--- config.mk ---
export PLATFORM = sky130hd
export DESIGN_NAME = pcx_rle_scanline_decoder_core_flat
export DESIGN_NICKNAME = d
export VERILOG_FILES = /design/src/hw/rtl/pcxrle_pkg.sv /design/src/hw/rtl/pcxrle_in_if.sv /design/src/hw/rtl/pcxrle_out_if.sv /design/src/hw/rtl/pcxrle_ctrl.sv /design/src/hw/rtl/pcxrle_dp.sv /design/src/hw/rtl/pcx_rle_scanline_decoder_core.sv /design/src/flat_wrapper.sv
export SDC_FILE = /design/constraint.sdc
export NUM_CORES = 1
export LEC_CHECK = 0
export ABC_AREA = 0
export ABC_CLOCK_PERIOD_IN_PS = 3900
export BUFFER_PORTS_ARGS = -buffer_cell sky130_fd_sc_hd__buf_2
export CORE_ASPECT_RATIO = 2
export CORE_MARGIN = 2
export CORE_UTILIZATION = 40
export DETAILED_ROUTE_END_ITERATION = 10
export GPL_ROUTABILITY_DRIVEN = 0
export PLACE_DENSITY = 0.67
export SYNTH_ARGS = -nofsm -noshare
export SYNTH_HDL_FRONTEND = slang
export SYNTH_SLANG_ARGS = --single-unit
--- constraint.sdc ---
create_clock -name i_clk -period 3.9 [get_ports i_clk]
set_input_delay 0.585 -clock i_clk [delete_from_list [all_inputs] [get_ports i_clk]]
set_output_delay 0.585 -clock i_clk [all_outputs]
set_load 0.02 [all_outputs]
--- src/hw/rtl/pcxrle_pkg.sv ---
// Shared constants and controller/datapath handshake structs for the PCX RLE decoder.
// No dependencies; every other file refers to this package by scoped names.
`default_nettype none

package pcxrle_pkg;

    localparam int unsigned BYTE_W  = 8;
    localparam int unsigned COUNT_W = 16;
    localparam int unsigned PLANE_W = 2;
    localparam int unsigned PCNT_W  = 3;
    localparam int unsigned RUN_W   = 6;
    localparam int unsigned CIDX_W  = 2;

    localparam logic [BYTE_W-1:0] RUN_MARK = 8'hC0;

    // Configuration register indexes
    localparam logic [CIDX_W-1:0] CFG_BYTES_PER_LINE = 2'd0;
    localparam logic [CIDX_W-1:0] CFG_PLANE_COUNT    = 2'd1;
    localparam logic [CIDX_W-1:0] CFG_LINE_COUNT     = 2'd2;

    // Datapath status seen by the controller
    typedef struct packed {
        logic finished;
        logic awaiting;
        logic is_mark;
        logic pend_zero;
        logic pend_one;
        logic remain_one;
        logic done_now;
    } t_status;

    // Controller commands to the datapath
    typedef struct packed {
        logic load_mark;
        logic take_value;
        logic emit;
        logic emit_src_in;
        logic last;
        logic dec_run;
    } t_cmd;

endpackage

`default_nettype wire

--- src/hw/rtl/pcxrle_in_if.sv ---
// Input channel of the PCX RLE decoder: valid/ready plus one coded byte.
// Depends on pcxrle_pkg for field widths.
`default_nettype none

interface pcxrle_in_if;
    logic                             valid;
    logic                             ready;
    logic [pcxrle_pkg::BYTE_W-1:0]    coded_byte;

    modport source (output valid, output coded_byte, input ready);
    modport sink   (input valid, input coded_byte, output ready);
endinterface

`default_nettype wire

--- src/hw/rtl/pcxrle_out_if.sv ---
// Output channel of the PCX RLE decoder: valid/ready plus one tagged pixel byte.
// Depends on pcxrle_pkg for field widths.
`default_nettype none

interface pcxrle_out_if;
    logic                              valid;
    logic                              ready;
    logic [pcxrle_pkg::BYTE_W-1:0]     pixel_byte;
    logic [pcxrle_pkg::PLANE_W-1:0]    plane_index;
    logic [pcxrle_pkg::COUNT_W-1:0]    column_index;
    logic [pcxrle_pkg::COUNT_W-1:0]    row_index;
    logic                              run_last;
    logic                              image_done;

    modport source (output valid, output pixel_byte, output plane_index, output column_index,
                    output row_index, output run_last, output image_done, input ready);
    modport sink   (input valid, input pixel_byte, input plane_index, input column_index,
                    input row_index, input run_last, input image_done, output ready);
endinterface

`default_nettype wire

--- src/hw/rtl/pcxrle_ctrl.sv ---
// Controller of the PCX RLE decoder: sequences literal, run-mark and run transfers.
// Depends on pcxrle_pkg for the command and status structs.
`default_nettype none

module pcxrle_ctrl (
    input  wire                 i_clk,
    input  wire                 i_rst_n,
    input  wire                 i_in_valid,
    output logic                o_in_ready,
    output logic                o_out_valid,
    input  wire                 i_out_ready,
    input  pcxrle_pkg::t_status i_status,
    output pcxrle_pkg::t_cmd    o_cmd
);

    typedef enum logic {
        ST_IDLE,
        ST_RUN
    } t_state;

    t_state r_state;
    t_state n_state;
    logic   r_out_valid;
    logic   n_out_valid;
    logic   slot_free;
    logic   in_xfer;

    assign slot_free   = !r_out_valid || i_out_ready;
    assign o_in_ready  = (r_state == ST_IDLE) && slot_free;
    assign in_xfer     = i_in_valid && o_in_ready;
    assign o_out_valid = r_out_valid;

    always_comb begin
        n_state = r_state;
        o_cmd   = '0;
        case (r_state)
            ST_IDLE: begin
                if (in_xfer && !i_status.finished) begin
                    if (i_status.awaiting) begin
                        o_cmd.take_value = 1'b1;
                        if (!i_status.pend_zero) begin
                            o_cmd.emit        = 1'b1;
                            o_cmd.emit_src_in = 1'b1;
                            o_cmd.last        = i_status.pend_one || i_status.done_now;
                            if (!(i_status.pend_one || i_status.done_now)) begin
                                n_state = ST_RUN;
                            end
                        end
                    end else if (i_status.is_mark) begin
                        o_cmd.load_mark = 1'b1;
                    end else begin
                        o_cmd.emit        = 1'b1;
                        o_cmd.emit_src_in = 1'b1;
                        o_cmd.last        = 1'b1;
                    end
                end
            end
            ST_RUN: begin
                if (slot_free) begin
                    o_cmd.emit    = 1'b1;
                    o_cmd.dec_run = 1'b1;
                    o_cmd.last    = i_status.remain_one || i_status.done_now;
                    if (i_status.remain_one || i_status.done_now) begin
                        n_state = ST_IDLE;
                    end
                end
            end
            default: begin
                n_state = ST_IDLE;
            end
        endcase
    end

    always_comb begin
        if (o_cmd.emit) begin
            n_out_valid = 1'b1;
        end else if (i_out_ready) begin
            n_out_valid = 1'b0;
        end else begin
            n_out_valid = r_out_valid;
        end
    end

    always_ff @(posedge i_clk) begin
        if (!i_rst_n) begin
            r_state     <= ST_IDLE;
            r_out_valid <= 1'b0;
        end else begin
            r_state     <= n_state;
            r_out_valid <= n_out_valid;
        end
    end

endmodule

`default_nettype wire

--- src/hw/rtl/pcxrle_dp.sv ---
// Datapath of the PCX RLE decoder: config registers, run state, position counters
// and the output payload register. Depends on pcxrle_pkg.
`default_nettype none

module pcxrle_dp (
    input  wire                                  i_clk,
    input  wire                                  i_rst_n,
    input  wire                                  i_cfg_we,
    input  wire  [pcxrle_pkg::CIDX_W-1:0]        i_cfg_idx,
    input  wire  [pcxrle_pkg::COUNT_W-1:0]       i_cfg_data,
    input  wire  [pcxrle_pkg::BYTE_W-1:0]        i_coded_byte,
    input  pcxrle_pkg::t_cmd                     i_cmd,
    output pcxrle_pkg::t_status                  o_status,
    output logic [pcxrle_pkg::BYTE_W-1:0]        o_pixel_byte,
    output logic [pcxrle_pkg::PLANE_W-1:0]       o_plane_index,
    output logic [pcxrle_pkg::COUNT_W-1:0]       o_column_index,
    output logic [pcxrle_pkg::COUNT_W-1:0]       o_row_index,
    output logic                                 o_run_last,
    output logic                                 o_image_done
);

    localparam int unsigned CW = pcxrle_pkg::COUNT_W;

    logic [CW-1:0]                      r_bpl;
    logic [pcxrle_pkg::PCNT_W-1:0]      r_planes;
    logic [CW-1:0]                      r_lines;

    logic                               r_awaiting;
    logic [pcxrle_pkg::RUN_W-1:0]       r_pending;
    logic [pcxrle_pkg::RUN_W-1:0]       r_remain;
    logic [pcxrle_pkg::BYTE_W-1:0]      r_value;
    logic [CW-1:0]                      r_col;
    logic [pcxrle_pkg::PLANE_W-1:0]     r_plane;
    logic [CW-1:0]                      r_row;
    logic                               r_finished;

    logic [pcxrle_pkg::BYTE_W-1:0]      r_pixel;
    logic [pcxrle_pkg::PLANE_W-1:0]     r_plane_out;
    logic [CW-1:0]                      r_col_out;
    logic [CW-1:0]                      r_row_out;
    logic                               r_last_out;
    logic                               r_done_out;

    logic [CW-1:0]                      bpl_lim;
    logic [CW-1:0]                      lines_lim;
    logic [pcxrle_pkg::PCNT_W-1:0]      planes_lim;
    logic                               end_col;
    logic                               end_plane;
    logic                               end_row;
    logic                               done_now;
    logic [pcxrle_pkg::BYTE_W-1:0]      emit_byte;

    // Out-of-range limits: zero acts as one, more than four planes acts as four
    assign bpl_lim   = (r_bpl == '0) ? CW'(1) : r_bpl;
    assign lines_lim = (r_lines == '0) ? CW'(1) : r_lines;
    always_comb begin
        if (r_planes == '0) begin
            planes_lim = 3'd1;
        end else if (r_planes > 3'd4) begin
            planes_lim = 3'd4;
        end else begin
            planes_lim = r_planes;
        end
    end

    assign end_col   = ({1'b0, r_col} + (CW+1)'(1)) >= {1'b0, bpl_lim};
    assign end_plane = ({1'b0, r_plane} + 3'd1) >= planes_lim;
    assign end_row   = ({1'b0, r_row} + (CW+1)'(1)) >= {1'b0, lines_lim};
    assign done_now  = end_col && end_plane && end_row;

    assign emit_byte = i_cmd.emit_src_in ? i_coded_byte : r_value;

    assign o_status.finished   = r_finished;
    assign o_status.awaiting   = r_awaiting;
    assign o_status.is_mark    = i_coded_byte >= pcxrle_pkg::RUN_MARK;
    assign o_status.pend_zero  = (r_pending == '0);
    assign o_status.pend_one   = (r_pending == pcxrle_pkg::RUN_W'(1));
    assign o_status.remain_one = (r_remain == pcxrle_pkg::RUN_W'(1));
    assign o_status.done_now   = done_now;

    always_ff @(posedge i_clk) begin
        if (!i_rst_n) begin
            r_bpl    <= CW'(1);
            r_planes <= 3'd1;
            r_lines  <= CW'(1);
        end else if (i_cfg_we) begin
            case (i_cfg_idx)
                pcxrle_pkg::CFG_BYTES_PER_LINE: r_bpl    <= i_cfg_data;
                pcxrle_pkg::CFG_PLANE_COUNT:    r_planes <= i_cfg_data[pcxrle_pkg::PCNT_W-1:0];
                pcxrle_pkg::CFG_LINE_COUNT:     r_lines  <= i_cfg_data;
                default: begin
                    // drop writes beyond the register list
                end
            endcase
        end
    end

    always_ff @(posedge i_clk) begin
        if (!i_rst_n) begin
            r_awaiting <= 1'b0;
            r_pending  <= '0;
            r_remain   <= '0;
            r_col      <= '0;
            r_plane    <= '0;
            r_row      <= '0;
            r_finished <= 1'b0;
        end else begin
            if (i_cmd.load_mark) begin
                r_awaiting <= 1'b1;
                r_pending  <= i_coded_byte[pcxrle_pkg::RUN_W-1:0];
            end
            if (i_cmd.take_value) begin
                r_awaiting <= 1'b0;
                r_pending  <= '0;
                r_remain   <= r_pending - pcxrle_pkg::RUN_W'(1);
            end else if (i_cmd.dec_run) begin
                r_remain <= r_remain - pcxrle_pkg::RUN_W'(1);
            end
            if (i_cmd.emit) begin
                if (end_col) begin
                    r_col <= '0;
                    if (end_plane) begin
                        r_plane <= '0;
                        if (end_row) begin
                            r_row      <= '0;
                            r_finished <= 1'b1;
                        end else begin
                            r_row <= r_row + CW'(1);
                        end
                    end else begin
                        r_plane <= r_plane + pcxrle_pkg::PLANE_W'(1);
                    end
                end else begin
                    r_col <= r_col + CW'(1);
                end
            end
        end
    end

    // Payload registers: value byte for runs and the output slot
    always_ff @(posedge i_clk) begin
        if (i_cmd.take_value) begin
            r_value <= i_coded_byte;
        end
        if (i_cmd.emit) begin
            r_pixel     <= emit_byte;
            r_plane_out <= r_plane;
            r_col_out   <= r_col;
            r_row_out   <= r_row;
            r_last_out  <= i_cmd.last;
            r_done_out  <= done_now;
        end
    end

    assign o_pixel_byte   = r_pixel;
    assign o_plane_index  = r_plane_out;
    assign o_column_index = r_col_out;
    assign o_row_index    = r_row_out;
    assign o_run_last     = r_last_out;
    assign o_image_done   = r_done_out;

endmodule

`default_nettype wire

--- src/hw/rtl/pcx_rle_scanline_decoder_core.sv ---
// PCX RLE scanline decoder top level. A result is registered and appears in the cycle
// after the transfer that causes it. A literal or run-mark byte is taken whenever the
// output slot is free; a run value byte holds the input off while the controller's run
// state emits the rest of the run, one emission per cycle while the output is ready.
// Reset is synchronous, active low: counters and run state clear, limits return to one.
// Depends on pcxrle_pkg, pcxrle_in_if, pcxrle_out_if, pcxrle_ctrl and pcxrle_dp.
`default_nettype none

module pcx_rle_scanline_decoder_core (
    input  wire                              i_clk,
    input  wire                              i_rst_n,
    input  wire                              i_cfg_we,
    input  wire  [pcxrle_pkg::CIDX_W-1:0]    i_cfg_idx,
    input  wire  [pcxrle_pkg::COUNT_W-1:0]   i_cfg_data,
    pcxrle_in_if.sink                        i_in,
    pcxrle_out_if.source                     o_out
);

    pcxrle_pkg::t_cmd    cmd;
    pcxrle_pkg::t_status status;
    logic                in_ready;
    logic                out_valid;

    pcxrle_ctrl u_ctrl (
        .i_clk       (i_clk),
        .i_rst_n     (i_rst_n),
        .i_in_valid  (i_in.valid),
        .o_in_ready  (in_ready),
        .o_out_valid (out_valid),
        .i_out_ready (o_out.ready),
        .i_status    (status),
        .o_cmd       (cmd)
    );

    pcxrle_dp u_dp (
        .i_clk          (i_clk),
        .i_rst_n        (i_rst_n),
        .i_cfg_we       (i_cfg_we),
        .i_cfg_idx      (i_cfg_idx),
        .i_cfg_data     (i_cfg_data),
        .i_coded_byte   (i_in.coded_byte),
        .i_cmd          (cmd),
        .o_status       (status),
        .o_pixel_byte   (o_out.pixel_byte),
        .o_plane_index  (o_out.plane_index),
        .o_column_index (o_out.column_index),
        .o_row_index    (o_out.row_index),
        .o_run_last     (o_out.run_last),
        .o_image_done   (o_out.image_done)
    );

    assign i_in.ready  = in_ready;
    assign o_out.valid = out_valid;

endmodule

`default_nettype wire
--- src/flat_wrapper.sv ---
// flat-port wrapper written by rule: the top's interface ports become plain ports
module pcx_rle_scanline_decoder_core_flat 
  (i_clk, i_rst_n, i_cfg_we, i_cfg_idx, i_cfg_data, i_in_valid, i_in_coded_byte, i_in_ready, o_out_valid, o_out_pixel_byte, o_out_plane_index, o_out_column_index, o_out_row_index, o_out_run_last, o_out_image_done, o_out_ready);
  pcxrle_in_if i_in_i ();
  pcxrle_out_if o_out_i ();
  input  wire i_clk;
  input  wire i_rst_n;
  input  wire i_cfg_we;
  input  wire  [pcxrle_pkg::CIDX_W-1:0] i_cfg_idx;
  input  wire  [pcxrle_pkg::COUNT_W-1:0] i_cfg_data;
  input wire logic [$bits(i_in_i.valid)-1:0] i_in_valid;
  input wire logic [$bits(i_in_i.coded_byte)-1:0] i_in_coded_byte;
  output wire logic [$bits(i_in_i.ready)-1:0] i_in_ready;
  output wire logic [$bits(o_out_i.valid)-1:0] o_out_valid;
  output wire logic [$bits(o_out_i.pixel_byte)-1:0] o_out_pixel_byte;
  output wire logic [$bits(o_out_i.plane_index)-1:0] o_out_plane_index;
  output wire logic [$bits(o_out_i.column_index)-1:0] o_out_column_index;
  output wire logic [$bits(o_out_i.row_index)-1:0] o_out_row_index;
  output wire logic [$bits(o_out_i.run_last)-1:0] o_out_run_last;
  output wire logic [$bits(o_out_i.image_done)-1:0] o_out_image_done;
  input wire logic [$bits(o_out_i.ready)-1:0] o_out_ready;
  assign i_in_i.valid = i_in_valid;
  assign i_in_i.coded_byte = i_in_coded_byte;
  assign i_in_ready = i_in_i.ready;
  assign o_out_valid = o_out_i.valid;
  assign o_out_pixel_byte = o_out_i.pixel_byte;
  assign o_out_plane_index = o_out_i.plane_index;
  assign o_out_column_index = o_out_i.column_index;
  assign o_out_row_index = o_out_i.row_index;
  assign o_out_run_last = o_out_i.run_last;
  assign o_out_image_done = o_out_i.image_done;
  assign o_out_i.ready = o_out_ready;
  pcx_rle_scanline_decoder_core u_core (.i_clk(i_clk), .i_rst_n(i_rst_n), .i_cfg_we(i_cfg_we), .i_cfg_idx(i_cfg_idx), .i_cfg_data(i_cfg_data), .i_in(i_in_i), .o_out(o_out_i));
endmodule
======== Yosys cells after proc, flatten, opt, wreduce, memory -nomap -nowiden ========
Index checks and enable logic that the tools add are counted.
cells by class
  eq/ne operators ......................... 4
  $lt $le $gt $ge ......................... 5
  bitwise logic cells ..................... 2
  add/sub/neg operators ................... 8
  muxes and demuxes ....................... 33
  reductions and logical operators ........ 24
operators by type and width
  kind                   number
  $mux 16                4
  $add 16x1->17 const B  2
  $ge 17x16->1           2
  $add 16x1->16 const B  2
  $logic_not 16->1       2
  $mux 3                 5
  $mux 1                 14
  $eq 6x1->1 const B     2
  $mux 6                 2
  $sub 6x1->6 const B    2
  $ge 8x8->1 const B     1
  $mux 8                 1
  $reduce_and 2->1       4
  $logic_not 6->1        1
  $mux 2                 3
  $pmux 1 s2             3
  $logic_and 1x1->1      5
  $mux 5                 1
  $reduce_and 4->1       1
  $reduce_bool 2->1      2
  $add 2x1->3 const B    1
  $ge 3x3->1             1
  $gt 3x3->1 const B     1
  $logic_not 3->1        1
  other kinds (9)        13
word-level totals
  bits in registers ....................... 137
  input bits .............................. 31
  logic and storage cells ................. 95

======== Depth between registers and ports, before layout ========
  depth in word-level cells ............... 12
  mapped depth ............................ 14
  depth with buffers taken out ............ 12

======== By module ========
Synthesis repeated with hierarchy kept, for this count alone.
second synthesis, totals
  cell total of the unflattened synthesis .. 721
  area total of the unflattened synthesis .. 7020.5 um2
by module, submodules not included
  module       sequential area each (um2)  area each (um2)  cells each  times used
  pcxrle_dp    3223.1                      6822.8           696         1
  pcxrle_ctrl  40.0                        197.7            25          1

======== Worst setup path before layout ========
Ideal clock, no wire load.
  kind .................................... register to register
  from .................................... register u_core.u_dp.r_col[0]
  to ...................................... register u_core.u_dp.r_last_out (netlist: u_core.u_dp.o_run_last), data pin
  library setup time ...................... 0.262 ns
  arrival ................................. 2.932 ns
  data required time ...................... 3.638 ns
  clock period less this slack ............ 3.193 ns
  cell stages (with the launch flop) ...... 14
  path slack .............................. 0.707 ns
  cell sequence ........................... dfxtp_1 ha_1 nand3_2 nor4b_4 or2b_1 xnor2_1 ha_1 a21o_1 a21o_1 a211oi_2 a31oi_4 buf_4 a21oi_1 o22ai_1
RTL lines
  element                 RTL line          RTL
  from (decl)             pcxrle_dp.sv:32   logic [CW-1:0] r_col;
  from (signal assigned)  pcxrle_dp.sv:134  r_col <= r_col + CW'(1);
  to (signal assigned)    pcxrle_dp.sv:150  r_last_out <= i_cmd.last;
  to (decl)               pcxrle_dp.sv:41   logic r_last_out;

======== Worst setup path after layout ========
  from .................................... register u_core.u_dp.r_col[0]
  to ...................................... register u_core.u_dp.r_row[6]
between the ends
  cells in the longest elaborated chain, start to end .. 3
RTL lines
  element                            RTL line          RTL
  $add 16x1->17                      pcxrle_dp.sv:66   assign end_col = ({1'b0, r_col} + (CW+1)'(1)) >= {1'b0, bpl_lim};
  $ge 17x16->1                       pcxrle_dp.sv:66
  $reduce_and 3->1 (no source line)  n/a
  to (signal assigned)               pcxrle_dp.sv:128  r_row <= r_row + CW'(1);
  to (decl)                          pcxrle_dp.sv:34   logic [CW-1:0] r_row;
No other way between the ends.
A chain may end at the register's enable or synchronous reset.

==> flow_summary.ini <==
[final_layout]
antenna_cells = 0
synthToLayoutAreaGrowth_pct = 18.6
final_nets = 852
instances_no_fill = 998
final_util_pct = 48.4
final_common_cell = nand2_1
final_layout_size_suffix_gt1_share_pct = 17.1
layout_common_cells = nand2_1, dfxtp_1, buf_2
seqCellArea_sq_mm = 0.00326
multiInputGateArea_sq_mm = 0.00327
fillers = 1616

[detailed_routing]
wl_um = 16400
drt_first_pass_iters = 5
post-route-drc-count = 0
via_count = 5373
via_per_inst = 5.38
ant_nets = 0
routedWlPerCell_um = 16.4
drtIter0Drc = 263

[sta]
relSlewSlack_pct = 40.4
tightest_slew_ns = 0.894
fmax_ghz = 0.270
whs_ns = 0.366
drv_slew = 0
timing.final.crit_share_pct = 94.9
hold_viol_final = 0
setup_tns_ns = 0
rsz0062_at_grt = false
min_period_ns = 3.70
report.final.setup_viol = 0
fin_worst_skew_ns = 0.0105

[worst_setup_path]
cp-start-kind = flip-flop
path_cells = ha_1 -> nand3_2 -> nor4b_4 -> or2b_1 -> xnor2_1 -> ha_1 -> a21o_1 -> a21o_1 -> a211oi_4 -> a31oi_4 -> buf_12 -> and3_1 -> a32o_1
worstPathRequired_ns = 4.21
crit_path_top_delay_cell = dfxtp_1
path_buf_inv = 1
startpoint = u_core.u_dp.r_col[0]
cp_top_family = compound AO/OA/AOI/OAI gates
critPathKind = flip-flop to flip-flop
end_kind = flip-flop
max_stage_delay_ns = 0.43
arrival_ns = 4.01
cp_max_fo = 16
reg2reg_from = u_core.u_dp.r_col[0]

[place]
dp.final_hpwl_um = 12000
dp.cells = 964
port_buffers = 76

[power]
ir_worst_vdd_v = 0.000346
clock_power_share_pct = 43.1
power_frac_seq_pct = 40.7
swShare_pct = 26.7
pwr-share-comb_pct = 16.2
p_leak_uw = 0.00318
p_int_uw = 2940
powerDensity_mw_per_mm2 = 495
switchingPower_uw = 1070

[logic_synthesis]
ys_ff_latch = 137
synthTopCellsByArea = dfxtp_1, edfxtp_1, ha_1, nand2_1, a21oi_1
synth-edff-count = 52
syn_nets = 775
ys.flop_type = dfxtp_1
synthesis.instances = 701
async_flop_share_pct = 0
syn-cell-area_sq_mm = 0.00684
yosysTopAreaCell = dfxtp_1
yosys_warnings = 0
synth_seq_area_share_pct = 47.7
syn_avg_cell_area_sq_um = 9.76
yosys.area.top_type_share_pct = 24.9
synth.distinct_cells = 59

[global_routing]
grt_first_pass_wirelength_um = 25900
globalRouteOverflowTotal = 0
grt_pass1_vias = 5323
antenna_found_initial = 0
track_usage_pct = 18.7
grt_max_degree = 50

[clock_network]
htree_levels = 4
path_clk_slew_ns = 0.06
numClockSinks = 137
cts_tree = yes
cts_max_path_buffers = 2
insertion_delay_ns = 0.42
hold_buffers = 0
root_buffer = clkbuf_16
cts_buffers = 17

[floorplan]
ioPinCount = 77
die_w_um = 96.5
coreArea_sq_mm = 0.0168
die_area_sq_mm = 0.0182
initial_utilization_pct = 40.8
rows = 67
die_h_um = 189

[min_path]
hp-start = i_in_coded_byte[5]
hp-class = input port to flip-flop

[outcome]
outcome = completed

[job]
drv_cap = 0
[final timing paths]
path | end | slack, ns | depth (start not counted)
max | u_core.u_dp.r_row[6] | 0.20 | 13
min | u_core.u_dp.r_value[5] | 0.37 | 1
max reg2reg | u_core.u_dp.r_row[6] | 0.20 | 13
min reg2reg | u_core.u_dp.o_row_index[15] | 0.45 | 0
[area by class of cell]
type	count	share of cell area, %
inverter	49	2.27
multi-input combinational	485	40.3
clock buffer	22	5.86
clock inverter	10	2.04
tap	207	3.19
timing repair buffer	88	6.11
sequential	137	40.2
[repair_timing]
action,in CTS,in global routing
setup buffers,0,1
endpoints found under the setup margin,0,15
resized for setup,0,5
[Yosys cell counts (3+ instances only)]
master     n
nor2_1    53
nand2b_1   5
nor3b_1    4
o22ai_1    3
nand2_1   96
o211ai_1   6
o21ai_0   11
clkbuf_1  20
nor4b_1    3
a21o_1     4
dfxtp_1   85
nor4_1     8
mux2i_1    8
a21oi_1   53
nand3_1   16
nor3_1     8
a32o_1     5
nor2b_1    3
mux2_2     6
buf_4      3
buf_6      4
inv_1     49
o21a_1    11
xor2_1    21
and4_1    18
nand4_1   13
ha_1      43
and3_1     7
edfxtp_1  52
a31oi_1    3
or3_1      3
a211oi_1   7
nand3b_1   4
xnor2_1   28
a21boi_0   9
[power groups by stage]
| stage | combinational, uW | clock [uW] | sequential (uW) |
|---|---|---|---|
| 2_1_floorplan | 345 | 0 | 1740 |
| 3_3_place_gp | 586 | 0 | 1660 |
| 3_5_place_dp | 589 | 0 | 1660 |
| 4_1_cts | 592 | 1770 | 1630 |
| 5_1_grt | 708 | 1820 | 1640 |
| 6_report | 650 | 1730 | 1630 |
[registers in the layout, summed over array words and instances, names as in the netlist, 3 cells and up]
name / count
u_core.u_dp.o_row_index: 16
u_core.u_dp.r_value: 8
u_core.u_dp.r_pending: 6
u_core.u_dp.r_bpl: 16
u_core.u_dp.o_column_index: 16
u_core.u_dp.r_lines: 16
u_core.u_dp.r_remain: 6
u_core.u_dp.r_row: 16
u_core.u_dp.r_planes: 3
u_core.u_dp.r_col: 16
u_core.u_dp.o_pixel_byte: 8
[cells by family after synthesis]
family	after synthesis	share of synthesized area, %
mux	14	2.16
compound gates	126	12.1
xor+xnor	49	6.28
flops	137	47.7
buf+inv	80	5.05
fa+ha+maj	43	7.87
simple gates	252	18.8
[layer usage]
layer  track usage (%)  up-vias  routed length, um
li1                  -     2634                  -
met1              18.0     2531               5620
met2              33.8      153               9090
met3              3.42       55                623
met4              13.8        0               1060
met5                 0        -                  0
[metrics by stage]
step	cell area, sq um	setup slack (ns)	power (uW)
floorplan	6840	0.707	2080
global placement	7410	0.299	2250
detailed placement	7410	0.197	2250
CTS	8050	0.169	3990
global route	8110	0.0283	4170
finish	8110	0.200	4010
Power figures use the tool's default switching activity.
